`src/hw/rtl/biv_pkg.sv`:
```
// shared types and constants for the boot image verifier
package biv_pkg;

  localparam int unsigned SIZE_W = 25;
  localparam int unsigned WORD_W = 32;
  localparam int unsigned IDX_W  = 3;

  localparam int unsigned MAX_IMAGE_BYTES_DEF = 16777216;

  localparam logic [WORD_W-1:0] CRC_POLY = 32'hEDB88320;
  localparam logic [WORD_W-1:0] CRC_INIT = 32'hFFFFFFFF;

  typedef enum logic [IDX_W-1:0] {
    REG_EXPECTED_SIZE  = 3'd0,
    REG_EXPECTED_CRC   = 3'd1,
    REG_PARTITION_SIZE = 3'd2,
    REG_EXEC_BASE      = 3'd3,
    REG_SRAM_LOW       = 3'd4,
    REG_SRAM_HIGH      = 3'd5
  } reg_idx_t;

  // window settings seen by the vector check
  typedef struct packed {
    logic [SIZE_W-1:0] partition_size;
    logic [WORD_W-1:0] exec_base;
    logic [WORD_W-1:0] sram_low;
    logic [WORD_W-1:0] sram_high;
  } window_cfg_t;

endpackage

```
`src/hw/rtl/biv_in_if.sv`:
```
// input channel: one image byte per request
interface biv_in_if import biv_pkg::*; ();
  logic       valid;
  logic       ready;
  logic [7:0] data_byte;
  logic       first_byte;

  modport source (output valid, output data_byte, output first_byte, input ready);
  modport sink (input valid, input data_byte, input first_byte, output ready);
endinterface

```
`src/hw/rtl/biv_out_if.sv`:
```
// output channel: one verdict per request
interface biv_out_if import biv_pkg::*; ();
  logic              valid;
  logic              ready;
  logic              size_ok;
  logic              vector_ok;
  logic              crc_ok;
  logic              image_ok;
  logic [WORD_W-1:0] computed_crc;

  modport source (output valid, output size_ok, output vector_ok, output crc_ok,
                  output image_ok, output computed_crc, input ready);
  modport sink (input valid, input size_ok, input vector_ok, input crc_ok,
                input image_ok, input computed_crc, output ready);
endinterface

```
`src/hw/rtl/biv_vector_check.sv`:
```
// stack pointer and reset vector window check
module biv_vector_check import biv_pkg::*; (
  input  logic [WORD_W-1:0] stack_word,
  input  logic [WORD_W-1:0] entry_word,
  input  window_cfg_t       win,
  output logic              ok
);

  logic [WORD_W-1:0] target;
  logic [WORD_W:0]   top;
  logic              stack_in;
  logic              entry_in;

  assign target = {entry_word[WORD_W-1:1], 1'b0};
  // window end carries one extra bit, so it never wraps
  assign top    = {1'b0, win.exec_base} + {{(WORD_W+1-SIZE_W){1'b0}}, win.partition_size};

  assign stack_in = (stack_word >= win.sram_low) && (stack_word <= win.sram_high);
  assign entry_in = entry_word[0] && (target >= win.exec_base) && ({1'b0, target} < top);
  assign ok       = stack_in && entry_in;

endmodule

```
`src/hw/rtl/boot_image_verifier.sv`:
```
// top level of the boot image verifier
//
//  channel   dir  payload                                        moves
//  item      in   data_byte[7:0], first_byte                     one image byte
//  verdict   out  size_ok, vector_ok, crc_ok, image_ok, crc[31:0] one verdict
//  cfg       in   cfg_we, cfg_index[2:0], cfg_data[31:0]         register write
//
// one byte per cycle unless stalled; the crc, byte count and word capture
// update as an open image's byte is taken, and its last byte's verdict
// appears in the output register on the next cycle. item.ready drops only
// while a verdict waits and the verdict side is stalled. rst restores register
// defaults and idles the checker until a byte with first_byte set arrives.
module boot_image_verifier import biv_pkg::*; #(
  parameter int unsigned MAX_IMAGE_BYTES = MAX_IMAGE_BYTES_DEF
) (
  input  logic              clk,
  input  logic              rst,
  input  logic              cfg_we,
  input  logic [IDX_W-1:0]  cfg_index,
  input  logic [WORD_W-1:0] cfg_data,
  biv_in_if.sink            item,
  biv_out_if.source         verdict
);

  localparam int unsigned MAXW = 29;
  localparam logic [MAXW-1:0] MaxBytes = MAXW'(MAX_IMAGE_BYTES);

  function automatic logic [WORD_W-1:0] crc_byte(input logic [WORD_W-1:0] crc,
                                                 input logic [7:0] b);
    logic [WORD_W-1:0] c;
    c = crc ^ {{(WORD_W-8){1'b0}}, b};
    for (int k = 0; k < 8; k++) begin
      c = c[0] ? ((c >> 1) ^ CRC_POLY) : (c >> 1);
    end
    return c;
  endfunction

  // configuration registers
  logic [SIZE_W-1:0] expected_size;
  logic [WORD_W-1:0] expected_crc;
  window_cfg_t       win;

  always_ff @(posedge clk) begin
    if (rst) begin
      expected_size      <= '0;
      expected_crc       <= '0;
      win.partition_size <= SIZE_W'(65536);
      win.exec_base      <= 32'h08000000;
      win.sram_low       <= 32'h20000000;
      win.sram_high      <= 32'h20010000;
    end else if (cfg_we) begin
      unique case (reg_idx_t'(cfg_index))
        REG_EXPECTED_SIZE:  expected_size      <= cfg_data[SIZE_W-1:0];
        REG_EXPECTED_CRC:   expected_crc       <= cfg_data;
        REG_PARTITION_SIZE: win.partition_size <= cfg_data[SIZE_W-1:0];
        REG_EXEC_BASE:      win.exec_base      <= cfg_data;
        REG_SRAM_LOW:       win.sram_low       <= cfg_data;
        REG_SRAM_HIGH:      win.sram_high      <= cfg_data;
        default: ;
      endcase
    end
  end

  // running state
  logic [WORD_W-1:0] crc_accum,  crc_accum_next;
  logic [SIZE_W-1:0] bytes_seen, bytes_seen_next;
  logic [WORD_W-1:0] stack_word, stack_word_next;
  logic [WORD_W-1:0] entry_word, entry_word_next;
  logic              verdict_given, verdict_given_next;

  logic              take;
  logic              active;
  logic [SIZE_W-1:0] pos;
  logic [WORD_W-1:0] crc_base;
  logic [WORD_W-1:0] stack_base;
  logic [WORD_W-1:0] entry_base;
  logic              size_ok;
  logic              emit;
  logic              window_ok;
  logic [WORD_W-1:0] final_crc;

  // output register
  logic              out_valid;
  logic              out_size_ok;
  logic              out_vector_ok;
  logic              out_crc_ok;
  logic              out_image_ok;
  logic [WORD_W-1:0] out_crc;

  assign item.ready = !out_valid || verdict.ready;
  assign take       = item.valid && item.ready;
  assign active     = item.first_byte || !verdict_given;

  assign size_ok = (expected_size != '0) && (expected_size <= win.partition_size) &&
                   ({{(MAXW-SIZE_W){1'b0}}, expected_size} <= MaxBytes);

  always_comb begin
    pos        = item.first_byte ? '0 : bytes_seen;
    crc_base   = item.first_byte ? CRC_INIT : crc_accum;
    stack_base = item.first_byte ? '0 : stack_word;
    entry_base = item.first_byte ? '0 : entry_word;

    crc_accum_next  = crc_byte(crc_base, item.data_byte);
    bytes_seen_next = pos + SIZE_W'(1);
    stack_word_next = stack_base;
    entry_word_next = entry_base;
    if (pos < SIZE_W'(4)) begin
      stack_word_next = stack_base | (WORD_W'(item.data_byte) << {pos[1:0], 3'b000});
    end else if (pos < SIZE_W'(8)) begin
      entry_word_next = entry_base | (WORD_W'(item.data_byte) << {pos[1:0], 3'b000});
    end

    emit               = !(size_ok && (bytes_seen_next < expected_size));
    verdict_given_next = emit;
    final_crc          = ~crc_accum_next;
  end

  biv_vector_check u_vector (
    .stack_word (stack_word_next),
    .entry_word (entry_word_next),
    .win        (win),
    .ok         (window_ok)
  );

  always_ff @(posedge clk) begin
    if (rst) begin
      crc_accum     <= CRC_INIT;
      bytes_seen    <= '0;
      stack_word    <= '0;
      entry_word    <= '0;
      verdict_given <= 1'b1;
    end else if (take && active) begin
      crc_accum     <= crc_accum_next;
      bytes_seen    <= bytes_seen_next;
      stack_word    <= stack_word_next;
      entry_word    <= entry_word_next;
      verdict_given <= verdict_given_next;
    end
  end

  always_ff @(posedge clk) begin
    if (rst) begin
      out_valid <= 1'b0;
    end else if (item.ready) begin
      out_valid <= take && active && emit;
    end
  end

  always_ff @(posedge clk) begin
    if (take && active && emit) begin
      out_size_ok   <= size_ok;
      out_vector_ok <= window_ok && (bytes_seen_next >= SIZE_W'(8));
      out_crc_ok    <= size_ok && (final_crc == expected_crc);
      out_image_ok  <= size_ok && window_ok && (bytes_seen_next >= SIZE_W'(8)) &&
                       (final_crc == expected_crc);
      out_crc       <= final_crc;
    end
  end

  assign verdict.valid        = out_valid;
  assign verdict.size_ok      = out_size_ok;
  assign verdict.vector_ok    = out_vector_ok;
  assign verdict.crc_ok       = out_crc_ok;
  assign verdict.image_ok     = out_image_ok;
  assign verdict.computed_crc = out_crc;

endmodule
```
`src/flat_wrapper.sv`:
```
// flat-port wrapper written by rule: the top's interface ports become plain ports
module boot_image_verifier_flat import biv_pkg::*;
#(
  parameter int unsigned MAX_IMAGE_BYTES = MAX_IMAGE_BYTES_DEF
)
  (clk, rst, cfg_we, cfg_index, cfg_data, item_valid, item_data_byte, item_first_byte, item_ready, verdict_valid, verdict_size_ok, verdict_vector_ok, verdict_crc_ok, verdict_image_ok, verdict_computed_crc, verdict_ready);
  biv_in_if item_i ();
  biv_out_if verdict_i ();
  input  logic clk;
  input  logic rst;
  input  logic cfg_we;
  input  logic [IDX_W-1:0] cfg_index;
  input  logic [WORD_W-1:0] cfg_data;
  input wire logic [$bits(item_i.valid)-1:0] item_valid;
  input wire logic [$bits(item_i.data_byte)-1:0] item_data_byte;
  input wire logic [$bits(item_i.first_byte)-1:0] item_first_byte;
  output wire logic [$bits(item_i.ready)-1:0] item_ready;
  output wire logic [$bits(verdict_i.valid)-1:0] verdict_valid;
  output wire logic [$bits(verdict_i.size_ok)-1:0] verdict_size_ok;
  output wire logic [$bits(verdict_i.vector_ok)-1:0] verdict_vector_ok;
  output wire logic [$bits(verdict_i.crc_ok)-1:0] verdict_crc_ok;
  output wire logic [$bits(verdict_i.image_ok)-1:0] verdict_image_ok;
  output wire logic [$bits(verdict_i.computed_crc)-1:0] verdict_computed_crc;
  input wire logic [$bits(verdict_i.ready)-1:0] verdict_ready;
  assign item_i.valid = item_valid;
  assign item_i.data_byte = item_data_byte;
  assign item_i.first_byte = item_first_byte;
  assign item_ready = item_i.ready;
  assign verdict_valid = verdict_i.valid;
  assign verdict_size_ok = verdict_i.size_ok;
  assign verdict_vector_ok = verdict_i.vector_ok;
  assign verdict_crc_ok = verdict_i.crc_ok;
  assign verdict_image_ok = verdict_i.image_ok;
  assign verdict_computed_crc = verdict_i.computed_crc;
  assign verdict_i.ready = verdict_ready;
  boot_image_verifier #(.MAX_IMAGE_BYTES(MAX_IMAGE_BYTES)) u_core (.clk(clk), .rst(rst), .cfg_we(cfg_we), .cfg_index(cfg_index), .cfg_data(cfg_data), .item(item_i), .verdict(verdict_i));
endmodule
```
`config.mk`:
```
export PLATFORM = sky130hd
export DESIGN_NAME = boot_image_verifier_flat
export DESIGN_NICKNAME = d
export VERILOG_FILES = /design/src/hw/rtl/biv_pkg.sv /design/src/hw/rtl/biv_in_if.sv /design/src/hw/rtl/biv_out_if.sv /design/src/hw/rtl/biv_vector_check.sv /design/src/hw/rtl/boot_image_verifier.sv /design/src/flat_wrapper.sv
export SDC_FILE = /design/constraint.sdc
export NUM_CORES = 1
export LEC_CHECK = 0
export BUFFER_PORTS_ARGS = -buffer_cell sky130_fd_sc_hd__buf_2
export CORE_MARGIN = 3
export CORE_UTILIZATION = 63
export CTS_BUF_LIST = sky130_fd_sc_hd__clkbuf_8 sky130_fd_sc_hd__clkbuf_16
export DETAILED_ROUTE_END_ITERATION = 7
export GPL_ROUTABILITY_DRIVEN = 1
export HOLD_SLACK_MARGIN = 0.08
export PLACE_DENSITY = 0.86
export SLEW_MARGIN = 15
export SYNTH_ARGS = -nofsm -noshare
export SYNTH_HDL_FRONTEND = slang
export SYNTH_HIERARCHICAL = 1
export SYNTH_SLANG_ARGS = --single-unit
```
`constraint.sdc`:
```
create_clock -name clk -period 9.6 [get_ports clk]
set_input_delay 0 -clock clk [delete_from_list [all_inputs] [get_ports clk]]
set_output_delay 0 -clock clk [all_outputs]
set_load 0.05 [all_outputs]
```
# Word-level counts from Yosys, hierarchy flattened
# Index checks and enable logic that the tools add are counted.
totals:
  in_bits: 49
  out_inout_bits: 38
  wordCells: 91
  regBits: 337
op_classes:
  shift: 1
  n_eq_ne: 6
  muxes: 15
  addsub: 2
  n_reduce_logical: 28
  bitwise_logic: 12
  magnitude_cmp: 10
ops:
  columns: ["op", "n"]
  rows:
  - ["32-bit two-way mux", 14]
  - ["13-bit inverter with 14-bit output", 8]
  - ["32-bit greater-or-equal comparator", 2]
  - ["32-bit OR", 2]
  - ["32-bit by 25-bit adder with 33-bit output", 1]
  - ["32-bit by 33-bit less-than comparator with 1-bit output", 1]
  - ["32-bit equality test", 1]
  - ["32-bit <= comparator", 1]
  - ["32-bit inverter", 1]
  - ["8-bit by 5-bit left shift with 32-bit output", 1]
  - ["32-bit by 8-bit bitwise XOR with 32-bit output", 1]
  - ["25-bit by 1-bit adder with 25-bit output (second input constant)", 1]
  - ["25-bit by 4-bit greater-or-equal comparator with 1-bit output (second input constant)", 1]
  - ["25-bit <= comparator", 1]
  - ["25-bit <= comparator (second input constant)", 1]
  - ["25-bit less-than comparator", 1]
  - ["25-bit by 3-bit less-than comparator with 1-bit output (second input constant)", 1]
  - ["25-bit by 4-bit less-than comparator with 1-bit output (second input constant)", 1]
  - ["25-bit two-way mux", 1]
  - ["25-bit nonzero test", 1]
  - ["1-bit logical AND", 15]
  - ["2-bit AND reduction", 6]
  - ["3-bit by 2-bit equality test with 1-bit output (second input constant)", 2]
  - ["3-bit equality test (second input constant)", 2]
  - ["other kinds (4)", 7]

# Longest topological paths before layout
# Gate-level depths: netlist of the first run.
depth:
  depth_word: 21
  mapped_depth: 21
  depth_no_buf: 21

# By module
# The synthesis of the first run kept the hierarchy.
modules_own_cells:
  columns: ["module", "instances", "cells_each", "seq_area_each_um2", "area_per_inst_um2"]
  rows:
  - ["boot_image_verifier", 1, 1978, 7106.8, 16504.6]
  - ["biv_vector_check", 1, 570, 0.0, 4287.9]

# Least setup slack after synthesis of the first run
# No wires, ideal clock.
synth_timing:
  path_type: "input port to flip-flop"
  startpoint: "input item_first_byte"
  endpoint: "register u_core.out_crc[0] (netlist: u_core/verdict.computed_crc[0]) (enable)"
  slack_ns: 5.191
  n_path_buf: 3
  required_ns: 9.178
  setup_ns: 0.422
  arrival_ns: 3.987
  cell_stages: 20
  cell_sequence: "buf_2 -> buf_2 -> inv_1 -> buf_2 -> nand2_1 -> inv_1 -> ha_1 -> nand3_1 -> or4_1 -> or3_1 -> a21oi_1 -> ha_1 -> a21oi_1 -> nor2b_1 -> o21ai_0 -> a21oi_1 -> nor3_1 -> nor2_1 -> o31ai_1 -> inv_1"
synth_between:
  elab_chain_cells: 6
  word_cells_on_any_way: 8
  classes_between: "add/sub (1); order compare (1); mux (1); reduce/logical (5)"
synth_lines:
  columns: ["element", "line", "rtl"]
  rows:
  - ["start, declared", "flat_wrapper.sv:16", "input wire logic [$bits(item_i.first_byte)-1:0] item_first_byte;"]
  - ["25-bit two-way mux", "boot_image_verifier.sv:98", "pos = item.first_byte ? '0 : bytes_seen;"]
  - ["25-bit by 1-bit adder with 25-bit output", "boot_image_verifier.sv:104", "bytes_seen_next = pos + SIZE_W'(1);"]
  - ["net u_core.bytes_seen_next[18]", "boot_image_verifier.sv:66", "logic [SIZE_W-1:0] bytes_seen, bytes_seen_next;"]
  - ["25-bit less-than comparator", "boot_image_verifier.sv:113", "emit = !(size_ok && (bytes_seen_next < expected_size));"]
  - ["1-bit logical AND", "boot_image_verifier.sv:113", null]
  - ["1-bit logical NOT", "boot_image_verifier.sv:113", null]
  - ["1-bit logical AND", "boot_image_verifier.sv:150", "if (take && active && emit) begin"]
  - ["end signal, assigned", "boot_image_verifier.sv:156", "out_crc <= final_crc;"]
  - ["end, declared", "boot_image_verifier.sv:88", "logic [WORD_W-1:0] out_crc;"]
# The timed path passes the listed nets, and every way through them passes these cells.
# A chain may end at the register's enable or synchronous reset.

# Final worst setup path of the first run
layout_timing:
  startpoint: "register u_core.bytes_seen[14]"
  endpoint: "register u_core.out_image_ok (netlist: u_core/verdict.image_ok), data pin"
layout_between:
  word_cells_on_any_way: 19
  classes_between: "add/sub (1); order compare (7); mux (4); reduce/logical (7)"
layout_lines:
  columns: ["element", "line", "rtl"]
  rows:
  - ["start, declared", "boot_image_verifier.sv:66", null]
  - ["start signal, assigned", "boot_image_verifier.sv:134", "bytes_seen <= bytes_seen_next;"]
  - ["25-bit two-way mux (*)", "boot_image_verifier.sv:98", null]
  - ["25-bit by 3-bit less-than comparator with 1-bit output (*)", "boot_image_verifier.sv:107", "if (pos < SIZE_W'(4)) begin"]
  - ["32-bit two-way mux (*)", "boot_image_verifier.sv:107", null]
  - ["net u_core.stack_word_next[25]", "boot_image_verifier.sv:67", "logic [WORD_W-1:0] stack_word, stack_word_next;"]
  - ["32-bit greater-or-equal comparator / 32-bit <= comparator (equally long branches)", "biv_vector_check.sv:18", "assign stack_in = (stack_word >= win.sram_low) && (stack_word <= win.sram_high);"]
  - ["1-bit logical AND (*)", "biv_vector_check.sv:18", null]
  - ["1-bit logical AND (*)", "biv_vector_check.sv:20", "assign ok = stack_in && entry_in;"]
  - ["net u_core.window_ok", "boot_image_verifier.sv:79", "logic window_ok;"]
  - ["1-bit logical AND (*) (3 in series)", "boot_image_verifier.sv:154", "out_image_ok <= size_ok && window_ok && (bytes_seen_next >= SIZE_W'(8)) &&"]
  - ["end signal, assigned", "boot_image_verifier.sv:154", null]
  - ["end, declared", "boot_image_verifier.sv:87", "logic out_image_ok;"]
# The timed path passes the listed nets; every way through them passes the cells marked *.

==> reports/results.tsv, run 1 <==
metric	value	unit
status	finished, final reports clean	
p_seq_share	38.9	%
drc	0	
max_slew_margin	21.6	%
critPathLaunchType	flip-flop	
async_flop_share	0	%
grtUsageTotal	34.8	%
first_global_vias	18500	
final-setup-viol-count	0	
grt_max_degree	120	
yosys-top-cells-count	nand2_1, dfxtp_1, a21oi_1, nor2_1, ha_1	
min_path_type	input port to flip-flop	
routed_wl	63300	um
internal_power	2.79	mW
fmax	178	MHz
nets	2836	
via_per_inst	6.27	
peakVddDrop	155	uV
syn-num-nets	2800	
p_clk_share	37.7	%
cts_buffers	38	
ys_ff_latch	337	
grt_pass1_wl	98600	um
post-route-period-util	58.6	%
ioPinCount	87	
drive_above_1_share	7.89	%
die_y	188	um
clockBufferDepth	3	
total_power	4.05	mW
min_period	5.63	ns
diodes	0	
yosysTopAreaCell	dfxtp_1	
post-dp-hpwl	43900	um
first_pass_iters	6	
antenna_left	0	
worstSkewPairLatency	0.54	ns
overflow	0	
chipWidth	188	um
swShare	31.2	%
cts-root-buf	clkbuf_16	
dr_wl_met3	5560	um
met2WireLength	29000	um
path_clk_slew	0.06	ns
num-fill-cells	2422	
synth_edf_count	36	
hold_ws	0.104	ns
yosysTopAreaCellShare	29.0	%
tritoncts	built	
synthCells	2548	
globalplace.congestion	1.01	
cp_max_fo	10	
skew	0.0131	ns
core-area	0.0320	mm2
drv_cap	0	
arrival	5.99	ns
crit_type	flip-flop to flip-flop	
combPwrFrac	23.4	%
area_growth	10.8	%
vias	19100	
leakage	9.26	nW
seq_area_frac_synth	34.2	%
p_sw	1.26	mW
wl_per_cell	20.8	um
numPortBuffers	86	
synthFlopType	dfxtp_1	
hold_viol	0	
cts_post_setup_buffers_inserted	0	
highest_layer	met5	
dieArea	0.0352	mm2
yosysMostFrequentCell	nand2_1	
antenna_found_initial	1	
synth.avg_cell_area	8.16	um2
rows	65	
start_util	64.9	%
ys_warn_count	6	
cts_sinks	337	
htreeDepth	2	
yosys-top-cells-area	dfxtp_1, ha_1, nand2_1	
rsz0062_at_grt	no	
synth_area	0.0208	mm2
dr.first_iter.drc_count	2120	
wl_met1	24600	um
drv_slew	0	
fin_setup_tns	0	ns
pwr_density_cell	176	mW/mm2
synth_cell_types	87	
crit_required	9.96	ns
cp-end-kind	flip-flop	
worst_slew_pin_slew	1.18	ns
-- power by group through the flow --
stage / Combinational, mW / Clock (mW) / Sequential [mW]
6_report: 0.946 / 1.53 / 1.58
5_1_grt: 1.00 / 1.59 / 1.58
4_1_cts: 0.924 / 1.54 / 1.57
3_5_place_dp: 0.901 / 0 / 1.60
3_3_place_gp: 0.879 / 0 / 1.60
2_1_floorplan: 0.587 / 0 / 1.68
-- per-layer routing --
layer	global-route usage (%)	vias to the layer above
met1	42.2	9013
li1	-	8818
met5	0	-
met4	20.2	2
met2	57.8	1009
met3	6.79	250
-- critical path, cell delays in order, from the launching register on --
cell and delay, ns:
dfxtp_1 0.39, nor4_1 0.33, nand4_1 0.39, o31a_1 0.46, nor2_1 0.59, nand2_1 0.10
o21ai_0 0.21, ha_1 0.34, a21o_1 0.18, a21o_1 0.18, a2111oi_2 0.37, o31ai_1 0.18
nor4_1 0.37, o21ai_0 0.19, a211oi_1 0.64, o21ai_1 0.21, nor4_2 0.30
-- cells in the final DEF (no fill, tap or decap), types with 53 or more instances in the layout --
cell and n:
o21ai_0 53, nor2_1 205, ha_1 202, dfxtp_1 301, a21oi_1 280, nand2_1 478
xnor2_1 115, inv_1 180, buf_2 85
-- registers in the layout, indices dropped and copies added, names as in the netlist, 25 cells and up --
signal,cells
u_core/bytes_seen,25
u_core/crc_accum,32
u_core/entry_word,32
u_core/expected_crc,32
u_core/expected_size,25
u_core/stack_word,32
u_core/verdict.computed_crc,32
u_core/win,121
-- logic make-up after synthesis --
kind of cell	synth area share, %
fa+ha+maj	12.3
compound gates	17.7
simple gates	18.9
mux	0.542
flops	34.2
buf+inv	6.14
xor+xnor	10.3
-- final cells by class --
| class | instances | area, um2 | area share [%] |
|---|---|---|---|
| flip-flops and latches | 337 | 7110 | 30.8 |
| clock buffers | 45 | 1060 | 4.59 |
| clock inverters | 23 | 263 | 1.14 |
| inverters | 177 | 664 | 2.88 |
| multi-input cells | 1887 | 12400 | 54.0 |
| well taps | 435 | 544 | 2.36 |
| repair buffers | 143 | 973 | 4.22 |
-- worst paths after layout --
path | from | to | slack, ns | cells past startpoint
setup / recovery | u_core/bytes_seen[14] | u_core/verdict.image_ok | 3.97 | 16
hold / removal | item_first_byte | u_core/bytes_seen[18] | 0.10 | 4
setup reg to reg | u_core/bytes_seen[14] | u_core/verdict.image_ok | 3.97 | 16
hold reg to reg | u_core/win[18] | u_core/win[18] | 0.45 | 2
-- per-stage QoR --
step           instance area [um2]  util (%)  setup WS [ns]  instances
5_1_grt                      23000      71.9           3.65       3047
4_1_cts                      23000      71.9           4.22       3047
6_report                     23000      71.9           3.97       3047
3_3_place_gp                 21300      66.5           4.37       2937
3_5_place_dp                 21300      66.5           4.28       2937
2_1_floorplan                20800         -           5.19       2548
-- what timing repair did --
item	4_1_cts	5_1_grt
resized for setup	0	0
hold endpoints to repair	194	0
hold buffers	42	0
Power figures use the tool's default switching activity.
==> run 2: changes to the inputs <==
- ABC_AREA: unset -> 1
- CORE_UTILIZATION: 63 -> 57
- PLACE_DENSITY: 0.86 -> 0.82
- clock period: 9.6 -> 4.9 ns (I/O delays scaled with it)
==> run 2 against run 1 <==
Against the previous run: final cell count is 22% higher; synthesized cell count is 22% higher; fmax is 25% higher; clock power is 89% higher; critical path type unchanged; largest cell class unchanged; largest power group unchanged.
==> reports/results.tsv, run 2 <==
metric	value	unit	change
overflow	0		unchanged
grt_max_degree	129		+7.5%
ys_warn_count	6		unchanged
worst_slew_pin_slew	1.16	ns	-0.0152 ns
yosys.area_share.simple	22.5	%	+3.6 points
synth_area	0.0215	mm2	+3.4%
synth.avg_cell_area	6.90	um2	-15%
vias	21600		+13%
post-route-period-util	91.6	%	+33 points
first_global_vias	20500		+11%
max_slew_margin	22.6	%	+0.93 points
htreeDepth	2		unchanged
clockBufferDepth	3		unchanged
yosysTopAreaCellShare	28.0	%	-0.95 points
async_flop_share	0	%	unchanged
synthFlopType	dfxtp_1		
grtUsageTotal	35.5	%	+0.76 points
hold_viol	0		unchanged
cts_post_setup_buffers_inserted	0		unchanged
ys_ff_latch	337		unchanged
min_period	4.49	ns	-1.14 ns
yosys-top-cells-count	nand2_1, inv_1, nor2_1, a21oi_1, dfxtp_1		
core-area	0.0369	mm2	+15%
syn-num-nets	3368		+20%
drv_slew	0		unchanged
fmax	223	MHz	+25%
cts_sinks	337		unchanged
area_growth	11.2	%	
post-route-util	64.9	%	-7.1 points
ioPinCount	87		unchanged
synth_edf_count	36		unchanged
peakVddDrop	318	uV	+100%
yosys-top-cells-area	dfxtp_1, ha_1, nand2_1		
first_pass_iters	6		unchanged
globalplace.congestion	1.02		+1.1%
seq_area_frac_synth	33.1	%	-1.1 points
dieArea	0.0401	mm2	+14%
drv_cap	0		unchanged
chipWidth	200	um	+6.7%
largest_reg_flops	121		unchanged
yosysMostFrequentCell	nand2_1		
rows	70		+7.7%
total_power	7.95	mW	+96%
antenna_left	0		unchanged
synth_xor_area_share	2.44	%	-7.8 points
layout_commonest_cell	nand2_1		
r2r_cells	22		+6
num-fill-cells	3205		+32%
worstSkewPairLatency	0.57	ns	+0.03 ns
skew	0.0271	ns	+0.0139 ns
cp-end-kind	flip-flop		
synth_top_family_by_area	simple AND/OR/NAND/NOR gates		
cts_buffers	38		unchanged
start_util	58.3	%	-6.6 points
synth_adder_area_share	11.8	%	-0.40 points
final-setup-viol-count	0		unchanged
grt_pass1_wl	113000	um	+15%
wl_per_cell	19.9	um	-4.4%
fin_setup_tns	0	ns	unchanged
hold_ws	0.127	ns	+0.0229 ns
numPortBuffers	86		unchanged
critPathLaunchType	flip-flop		
nets	3439		+21%
pwr_density_cell	332	mW/mm2	+89%
muxShareOfSynthArea	0	%	-0.54 points
tritoncts	built		
cp_max_fo	36		+26
synth_cell_types	54		-38%
synthCells	3116		+22%
arrival	4.69	ns	-1.30 ns
yosysTopAreaCell	dfxtp_1		
die_y	200	um	+6.7%
hold_depth	4		unchanged
routed_wl	73900	um	+17%
via_per_inst	5.80		-7.4%
synth_compound_area_share	19.0	%	+1.3 points
drc	0		unchanged
top_register	u_core/win		
crit_type	flip-flop to flip-flop		
dr.first_iter.drc_count	1978		-6.7%
min_path_type	input port to flip-flop		
final_cell_mix	nand2_1, inv_1, nor2_1		
antenna_found_initial	2		+1
rsz0062_at_grt	no		
crit_required	5.10	ns	-4.86 ns
drive_above_1_share	7.75	%	-0.14 points
path_clk_slew	0.06	ns	about the same
post-dp-hpwl	54500	um	+24%
cts-root-buf	clkbuf_16		
leakage	11.4	nW	+23%
status	finished, final reports clean		
run 2: cell types whose count changed in the layout (fill, tap and decap cells not counted), moves of 36 or more:
cell     before  now
nand2_1     478  524
o22ai_1       4   40
o21ai_1       4   66
o21ai_0      53  272
nand3_1      25  125
xnor2_1     115   18
nor2_1      205  372
inv_1       180  490
a22o_1       40    0
run 2: routing by layer:
| metal | share of wire [%] | wire [um] | track usage (%) |
|---|---|---|---|
| met5 | 0 | 0 | 0 |
| met4 | 6.4 | 4760 | 20.1 |
| met3 | 9.0 | 6650 | 6.55 |
| met2 | 45 | 33600 | 59.0 |
| met1 | 39 | 28900 | 43.5 |
run 2: critical path, stage by stage (launching register included):
cell,delay (ns)
dfxtp_1,0.50
clkinv_1,0.34
nor2_4,0.37
ha_1,0.29
nand3_1,0.21
nor2_2,0.25
nand3_1,0.14
nor2_1,0.11
nand3_1,0.07
nand2_1,0.11
inv_1,0.06
ha_1,0.29
nand2_1,0.07
o21ai_0,0.20
nand2_1,0.07
o211ai_1,0.09
nand2_1,0.07
o2111ai_1,0.09
a21oi_1,0.09
nand3_1,0.10
nand2_1,0.08
inv_1,0.07
buf_4,0.42
run 2: repair_timing:
item                                   in CTS  in global routing
gates resized for setup                     0                  1
endpoints found under the hold margin     213                  0
hold buffers                               40                  0
setup endpoints to repair                   0                 36
run 2: final cells by class:
class	count	area, um2	share of cell area [%]
clock buffers	45	1080	4.52
repair buffers	150	1030	4.30
flip-flops and latches	337	7110	29.7
multi-input cells	2160	12000	50.2
inverters	500	1890	7.89
diodes	2	5.00	0.0209
well taps	504	631	2.64
clock inverters	22	166	0.696
run 2: power by group:
| part | switching [mW] | internal (mW) | total (mW) |
|---|---|---|---|
| sequential | 0.0964 | 3.01 | 3.10 |
| combinational | 1.38 | 0.583 | 1.96 |
| clock | 1.21 | 1.68 | 2.89 |
run 2: path summary, 6_finish.rpt:
kind	from	slack (ns)	to
worst max-delay path	u_core/bytes_seen[1]	0.41	u_core/verdict.computed_crc[1]
worst min-delay path	item_data_byte[2]	0.13	u_core/verdict.computed_crc[10]
worst max register to register	u_core/bytes_seen[1]	0.41	u_core/verdict.computed_crc[1]
worst min register to register	u_core/win[16]	0.47	u_core/win[16]
run 2: cells by family (layout without fill, tap and decap cells):
family / count (synthesis) / after routing
other cells: 0 / 2
xor+xnor: 60 / 60
fa+ha+maj: 203 / 203
buf+inv: 619 / 717
compound gates: 748 / 748
simple gates: 1149 / 1149
flops: 337 / 337
run 2: metrics by stage:
stage / std cells / worst slack, ns / instance area (um2)
after floorplan: 3116 / 0.717 / 21500
after global placement: 3611 / 0.483 / 22300
after detailed placement: 3611 / 0.344 / 22300
after CTS: 3718 / 0.319 / 23900
after global routing: 3718 / 0.0614 / 23900
final: 3720 / 0.410 / 23900
